--- config.mk ---
export PLATFORM = sky130hd
export DESIGN_NAME = prime_list_by_trial_division
export DESIGN_NICKNAME = d
export VERILOG_FILES = /design/src/rtl/pltd_pkg.sv /design/src/rtl/pltd_cell.sv /design/src/rtl/pltd_ctrl.sv /design/src/rtl/prime_list_by_trial_division.sv
export SDC_FILE = /design/constraint.sdc
export NUM_CORES = 2
export LEC_CHECK = 0
export BUFFER_PORTS_ARGS = -buffer_cell sky130_fd_sc_hd__buf_2
export CORE_UTILIZATION = 45
export CTS_CLUSTER_DIAMETER = 80
export DETAILED_ROUTE_END_ITERATION = 10
export HOLD_SLACK_MARGIN = 0.03
export SLEW_MARGIN = 20
export SYNTH_ARGS = -nofsm -noshare
export SYNTH_HDL_FRONTEND = slang
export SYNTH_HIERARCHICAL = 1
export SYNTH_SLANG_ARGS = --single-unit
--- constraint.sdc ---
create_clock -name clk -period 10.3 [get_ports clk]
set_clock_uncertainty 0.05 [all_clocks]
set_input_delay 0.515 -clock clk [delete_from_list [all_inputs] [get_ports clk]]
set_output_delay 0.515 -clock clk [all_outputs]
set_load 0.05 [all_outputs]
--- src/rtl/pltd_pkg.sv ---
// pltd_pkg: shared constants and the token and report types of the prime chain
// used by pltd_cell, pltd_ctrl and the top level prime_list_by_trial_division
// no dependencies
`default_nettype none

package pltd_pkg;

	localparam int unsigned MAX_LIMIT   = 311;
	localparam int unsigned MAX_PRIMES  = 64;
	localparam int unsigned FIRST_PRIME = 2;

	localparam int unsigned VAL_W = 9;
	localparam int unsigned IDX_W = 6;
	localparam int unsigned CNT_W = 7;

	// candidate travelling down the chain of cells
	typedef struct packed {
		logic             valid;
		logic [VAL_W-1:0] cand;
		logic             composite;
	} tok_t;

	// verdict from the cell where a candidate came to rest
	typedef struct packed {
		logic done;
		logic prime;
	} rpt_t;

endpackage

`default_nettype wire

--- src/rtl/pltd_cell.sv ---
// pltd_cell: one cell of the prime chain, holds a prime and the candidate residue modulo it
// depends on pltd_pkg
`default_nettype none

module pltd_cell (
	input  wire logic          clk,
	input  wire logic          arst_n,
	input  wire logic          clr,
	input  wire pltd_pkg::tok_t tok_in,
	output pltd_pkg::tok_t     tok_out,
	output pltd_pkg::rpt_t     rpt
);
	import pltd_pkg::*;

	logic             v_q;
	logic [VAL_W-1:0] p_q;
	logic [VAL_W-1:0] r_q;
	logic [VAL_W-1:0] r_inc;
	logic [VAL_W-1:0] r_nxt;
	tok_t             tok_q;
	rpt_t             rpt_q;

	// residue steps by one per candidate, wrapping at the held prime
	assign r_inc = r_q + VAL_W'(1);
	assign r_nxt = (r_inc == p_q) ? '0 : r_inc;

	always_ff @(posedge clk or negedge arst_n) begin
		if (!arst_n) begin
			v_q   <= 1'b0;
			tok_q <= '0;
			rpt_q <= '0;
		end else if (clr) begin
			v_q   <= 1'b0;
			tok_q <= '0;
			rpt_q <= '0;
		end else begin
			tok_q.valid     <= tok_in.valid & v_q;
			tok_q.cand      <= tok_in.cand;
			tok_q.composite <= tok_in.composite | (r_nxt == '0);
			rpt_q.done      <= tok_in.valid & ~v_q;
			rpt_q.prime     <= ~tok_in.composite;
			if (tok_in.valid && !v_q && !tok_in.composite) begin
				v_q <= 1'b1;
			end
		end
	end

	always_ff @(posedge clk) begin
		if (tok_in.valid) begin
			if (v_q) begin
				r_q <= r_nxt;
			end else if (!tok_in.composite) begin
				// first empty cell takes the new prime
				p_q <= tok_in.cand;
				r_q <= '0;
			end
		end
	end

	assign tok_out = tok_q;
	assign rpt     = rpt_q;

endmodule

`default_nettype wire

--- src/rtl/pltd_ctrl.sv ---
// pltd_ctrl: request sequencer, issues candidates into the chain and assembles result beats
// depends on pltd_pkg
`default_nettype none

module pltd_ctrl (
	input  wire logic                        clk,
	input  wire logic                        arst_n,
	input  wire logic                        req_valid,
	output logic                             req_ready,
	input  wire logic [pltd_pkg::VAL_W-1:0]  req_limit,
	output logic                             clr,
	output pltd_pkg::tok_t                   tok,
	input  wire pltd_pkg::rpt_t              rpt,
	output logic                             res_valid,
	input  wire logic                        res_ready,
	output logic [pltd_pkg::VAL_W-1:0]       res_value,
	output logic [pltd_pkg::IDX_W-1:0]       res_index,
	output logic [pltd_pkg::CNT_W-1:0]       res_count,
	output logic                             res_found,
	output logic                             res_last
);
	import pltd_pkg::*;

	typedef enum logic [2:0] {
		ST_IDLE,
		ST_ISSUE,
		ST_WAIT,
		ST_DECIDE,
		ST_FLUSH
	} state_t;

	state_t           state_q;
	logic [VAL_W-1:0] lim_q;
	logic [VAL_W-1:0] cand_q;
	logic [CNT_W-1:0] cnt_q;
	logic             prime_q;
	logic             pend_v_q;
	logic [VAL_W-1:0] pend_val_q;
	logic [IDX_W-1:0] pend_idx_q;
	logic             clr_q;
	tok_t             tok_q;
	logic             out_v_q;
	logic [VAL_W-1:0] out_val_q;
	logic [IDX_W-1:0] out_idx_q;
	logic [CNT_W-1:0] out_cnt_q;
	logic             out_found_q;
	logic             out_last_q;
	logic             out_free;
	logic [VAL_W-1:0] lim_sat;

	assign out_free  = ~out_v_q | res_ready;
	assign req_ready = (state_q == ST_IDLE);
	assign lim_sat   = (req_limit > VAL_W'(MAX_LIMIT)) ? VAL_W'(MAX_LIMIT) : req_limit;

	always_ff @(posedge clk or negedge arst_n) begin
		if (!arst_n) begin
			state_q     <= ST_IDLE;
			lim_q       <= '0;
			cand_q      <= '0;
			cnt_q       <= '0;
			prime_q     <= 1'b0;
			pend_v_q    <= 1'b0;
			pend_val_q  <= '0;
			pend_idx_q  <= '0;
			clr_q       <= 1'b0;
			tok_q       <= '0;
			out_v_q     <= 1'b0;
			out_val_q   <= '0;
			out_idx_q   <= '0;
			out_cnt_q   <= '0;
			out_found_q <= 1'b0;
			out_last_q  <= 1'b0;
		end else begin
			clr_q       <= 1'b0;
			tok_q.valid <= 1'b0;
			if (res_ready) begin
				out_v_q <= 1'b0;
			end
			case (state_q)
				ST_IDLE: begin
					if (req_valid) begin
						lim_q    <= lim_sat;
						cand_q   <= VAL_W'(FIRST_PRIME);
						cnt_q    <= '0;
						pend_v_q <= 1'b0;
						clr_q    <= 1'b1;
						state_q  <= (lim_sat < VAL_W'(FIRST_PRIME)) ? ST_FLUSH : ST_ISSUE;
					end
				end
				ST_ISSUE: begin
					if (cand_q > lim_q || cnt_q == CNT_W'(MAX_PRIMES)) begin
						state_q <= ST_FLUSH;
					end else begin
						tok_q.valid     <= 1'b1;
						tok_q.cand      <= cand_q;
						tok_q.composite <= 1'b0;
						state_q         <= ST_WAIT;
					end
				end
				ST_WAIT: begin
					if (rpt.done) begin
						prime_q <= rpt.prime;
						state_q <= ST_DECIDE;
					end
				end
				ST_DECIDE: begin
					if (!prime_q) begin
						cand_q  <= cand_q + VAL_W'(1);
						state_q <= ST_ISSUE;
					end else if (!pend_v_q || out_free) begin
						// earlier prime is not the last one, send it on
						if (pend_v_q) begin
							out_v_q     <= 1'b1;
							out_val_q   <= pend_val_q;
							out_idx_q   <= pend_idx_q;
							out_cnt_q   <= '0;
							out_found_q <= 1'b1;
							out_last_q  <= 1'b0;
						end
						pend_v_q   <= 1'b1;
						pend_val_q <= cand_q;
						pend_idx_q <= cnt_q[IDX_W-1:0];
						cnt_q      <= cnt_q + CNT_W'(1);
						cand_q     <= cand_q + VAL_W'(1);
						state_q    <= ST_ISSUE;
					end
				end
				ST_FLUSH: begin
					if (out_free) begin
						out_v_q     <= 1'b1;
						out_val_q   <= pend_v_q ? pend_val_q : '0;
						out_idx_q   <= pend_v_q ? pend_idx_q : '0;
						out_cnt_q   <= cnt_q;
						out_found_q <= pend_v_q;
						out_last_q  <= 1'b1;
						pend_v_q    <= 1'b0;
						state_q     <= ST_IDLE;
					end
				end
				default: begin
					state_q <= ST_IDLE;
				end
			endcase
		end
	end

	assign clr       = clr_q;
	assign tok       = tok_q;
	assign res_valid = out_v_q;
	assign res_value = out_val_q;
	assign res_index = out_idx_q;
	assign res_count = out_cnt_q;
	assign res_found = out_found_q;
	assign res_last  = out_last_q;

endmodule

`default_nettype wire

--- src/rtl/prime_list_by_trial_division.sv ---
// timing: the token walks the chain one cell per cycle up to the first empty cell, which
// reports the verdict; a request takes longer if the output is stalled
// throughput: one request at a time, the next limit is taken once the last beat is queued
// reset: arst_n clears the sequencer, the output register and every cell's valid flag
// top level: chain of MAX_PRIMES cells driven by pltd_ctrl; depends on pltd_pkg, pltd_ctrl, pltd_cell
`default_nettype none

module prime_list_by_trial_division (
	input  wire logic        clk,
	input  wire logic        arst_n,
	input  wire logic        s_axis_tvalid,
	output logic             s_axis_tready,
	input  wire logic [15:0] s_axis_tdata,   // [8:0] limit, rest zero
	output logic             m_axis_tvalid,
	input  wire logic        m_axis_tready,
	output logic [23:0]      m_axis_tdata,   // [8:0] prime_value, [14:9] prime_index,
	                                         // [21:15] prime_count, rest zero
	output logic             m_axis_tlast,   // last
	output logic [0:0]       m_axis_tuser    // [0] found
);
	import pltd_pkg::*;

	tok_t             tok [MAX_PRIMES+1];
	rpt_t             rpt_cell [MAX_PRIMES];
	logic [MAX_PRIMES-1:0] done_vec;
	logic [MAX_PRIMES-1:0] prime_vec;
	rpt_t             rpt_any;
	logic             clr;
	logic [VAL_W-1:0] res_value;
	logic [IDX_W-1:0] res_index;
	logic [CNT_W-1:0] res_count;
	logic             res_found;

	pltd_ctrl u_ctrl (
		.clk       (clk),
		.arst_n    (arst_n),
		.req_valid (s_axis_tvalid),
		.req_ready (s_axis_tready),
		.req_limit (s_axis_tdata[VAL_W-1:0]),
		.clr       (clr),
		.tok       (tok[0]),
		.rpt       (rpt_any),
		.res_valid (m_axis_tvalid),
		.res_ready (m_axis_tready),
		.res_value (res_value),
		.res_index (res_index),
		.res_count (res_count),
		.res_found (res_found),
		.res_last  (m_axis_tlast)
	);

	for (genvar i = 0; i < MAX_PRIMES; i++) begin : g_cell
		pltd_cell u_cell (
			.clk     (clk),
			.arst_n  (arst_n),
			.clr     (clr),
			.tok_in  (tok[i]),
			.tok_out (tok[i+1]),
			.rpt     (rpt_cell[i])
		);
		assign done_vec[i]  = rpt_cell[i].done;
		assign prime_vec[i] = rpt_cell[i].done & rpt_cell[i].prime;
	end

	// only one candidate is in the chain, so at most one cell reports
	assign rpt_any.done  = |done_vec;
	assign rpt_any.prime = |prime_vec;

	assign m_axis_tdata    = {2'b00, res_count, res_index, res_value};
	assign m_axis_tuser[0] = res_found;

endmodule

`default_nettype wire

==> results.md <==
* CTS Buffer Depth at 3
* IO buf count at 38
* P&R area growth vs syn at 9.67%
* Post-CTS Repair Setup Buffers at 0
* Fraction of layout cells with a size suffix above 1 at 9.60%
* CP max stage delay at 0.84 ns
* Slowest cell on the critical path: or4_1
* Die height at 472 um
* Yosys warning count at 6
* Die area at 223000 um2
* GRT Overall Usage at 18.6%
* Critical Path AT at 4.10 ns
* Initial Utilization at 45.3%
* Via count at 60956
* I/O pins at 48
* CTS clk-pin slew, worst paths at 0.06 ns
* Slew @ Worst Pin at 1.08 ns
* CP endpoint kind: flip-flop
* Worst-skew pair later-pin latency at 0.85 ns
* CTS buffer count at 213
* DRC at 0
* Minimum clock period at 3.40 ns
* DR iter-0 viols at 3981
* DR vias/cell at 5.34
* Chip width at 472 um
* Max Freq at 294 MHz
* Routed wire length at 208 mm
* Vias in the first global route at 61047
* Average size of a mapped cell at 12.1 um2
* Max Cap Viol at 0
* CP Launch Type: flip-flop
* Slew headroom at 27.1%
* H-Tree Depth at 4
* Setup CP Type: reg2reg
* Final Hold Fails at 0
* Peak VDD IR at 0.000156 V
* Leak at 42.6 nW
* DR WL/cell at 18.2 um
* Final Max Slew Viols at 0
* Status: completed
* Setup violations, final at 0
* PwrDens at 167 nW/um2
* RSZ-0062 raised after global routing: no
* DRT antenna net count at 0
* CTS resizes at 0
* Initial antenna violation count at 3
* Setup TNS at 0 ns
* Core footprint at 220000 um2
* Final nets at 8364
* HP Class: in2async
* CTS Sinks at 2091
* Total grt overflow at 0
* First-pass GRT wire length at 337 mm
* Drt first pass iters at 5
* Required @ worst endpoint at 10.99 ns
* Post-DP HPWL at 146 mm
* GP Congestion at 0.884
* CTS tree: built
* Synth Cell Area at 99600 um2
* Pin count of the biggest net entering global routing at 185
* Final core occ at 49.7%
* Worst Path Max Fanout at 2
* Root Buffer: clkbuf_16
* Rows at 172
* Post-Syn Instances at 8255
* Final period util at 33.0%
* Cell Chain, Critical Path: nor4_1, nand4_1, or4_1, and4bb_2, mux2_2
stage by stage:
stage	setup WS [ns]	instance area, um2	cells	power (mW)	hold WS (ns)
2_1_floorplan	3.89	99600	8256	10.1	0.169
3_3_place_gp	7.07	102000	11000	10.5	0.362
3_5_place_dp	7.06	102000	11000	10.5	0.354
4_1_cts	7.07	109000	11419	18.4	0.157
5_1_grt	6.85	109000	11420	18.9	0.198
6_report	6.90	109000	11421	18.2	0.168
report_power, final:
part	leakage, nW	internal (mW)	switching, mW
Clock	3.54	4.51	3.32
Sequential	21.7	9.02	0.272
Combinational	17.4	0.310	0.767
Total	42.6	13.8	4.36
timing repair:
item                                    4_1_cts  5_1_grt
endpoints found under the setup margin        0        0
endpoints found under the hold margin        92        0
hold buffers                                 12        0
cell usage in the layout, fill, tap and decap left out, types with 196 or more instances in the layout:
cell type and count:
nand3_1 196, inv_1 270, nor2b_1 622, clkbuf_16 223, nand2_1 369, edfxtp_1 1134
xnor2_1 760, nor2_1 909, nor3b_1 318, dfrtp_1 956, xor2_1 196
layout make-up:
class,instances,area [um2]
clock inverters,109,1090
inverters,271,1020
diodes,2,5.00
fillers,19341,111000
well taps,2958,3700
clock buffers,298,6180
flip-flops and latches,2091,58000
repair buffers,192,1490
multi-input cells,5500,37700
final timing paths:
kind,startpoint,end,slack [ns],cells past startpoint
min,arst_n,g_cell[29].u_cell/tok_out[1],0.17,2
max reg2reg,g_cell[19].u_cell/rpt[1],u_ctrl/prime_q,6.90,5
max,g_cell[19].u_cell/rpt[1],u_ctrl/prime_q,6.90,5
max in group asynchronous,arst_n,u_ctrl/clr,7.69,4
min in group clk,s_axis_tdata[0],u_ctrl/lim_q[0],0.34,3
min reg2reg,g_cell[61].u_cell/tok_out[6],g_cell[62].u_cell/p_q[5],0.37,0
sequential cells by signal, indices dropped and copies added, names as in the netlist, 10 cells and up:
name / cells
g_cell.u_cell/v_q: 64
g_cell.u_cell/rpt: 128
g_cell.u_cell/tok_out: 684
u_ctrl/tok: 10
g_cell.u_cell/p_q: 567
g_cell.u_cell/r_q: 567
per-layer routing:
layer	share of wire (%)	global-route usage, %	vias to the layer above
met5	0	0	-
met4	2.4	5.41	0
met3	3.4	2.46	267
met2	46	29.3	930
met1	48	26.9	30271
li1	-	-	29488
worst max-delay path, delay by kind of cell (launching register included):
kind,cells,cell delay (ns)
DFF,1,0.51
muxes,1,0.26
and+or+nand+nor,4,2.49
Note: power is estimated with default switching activity, not from simulation.
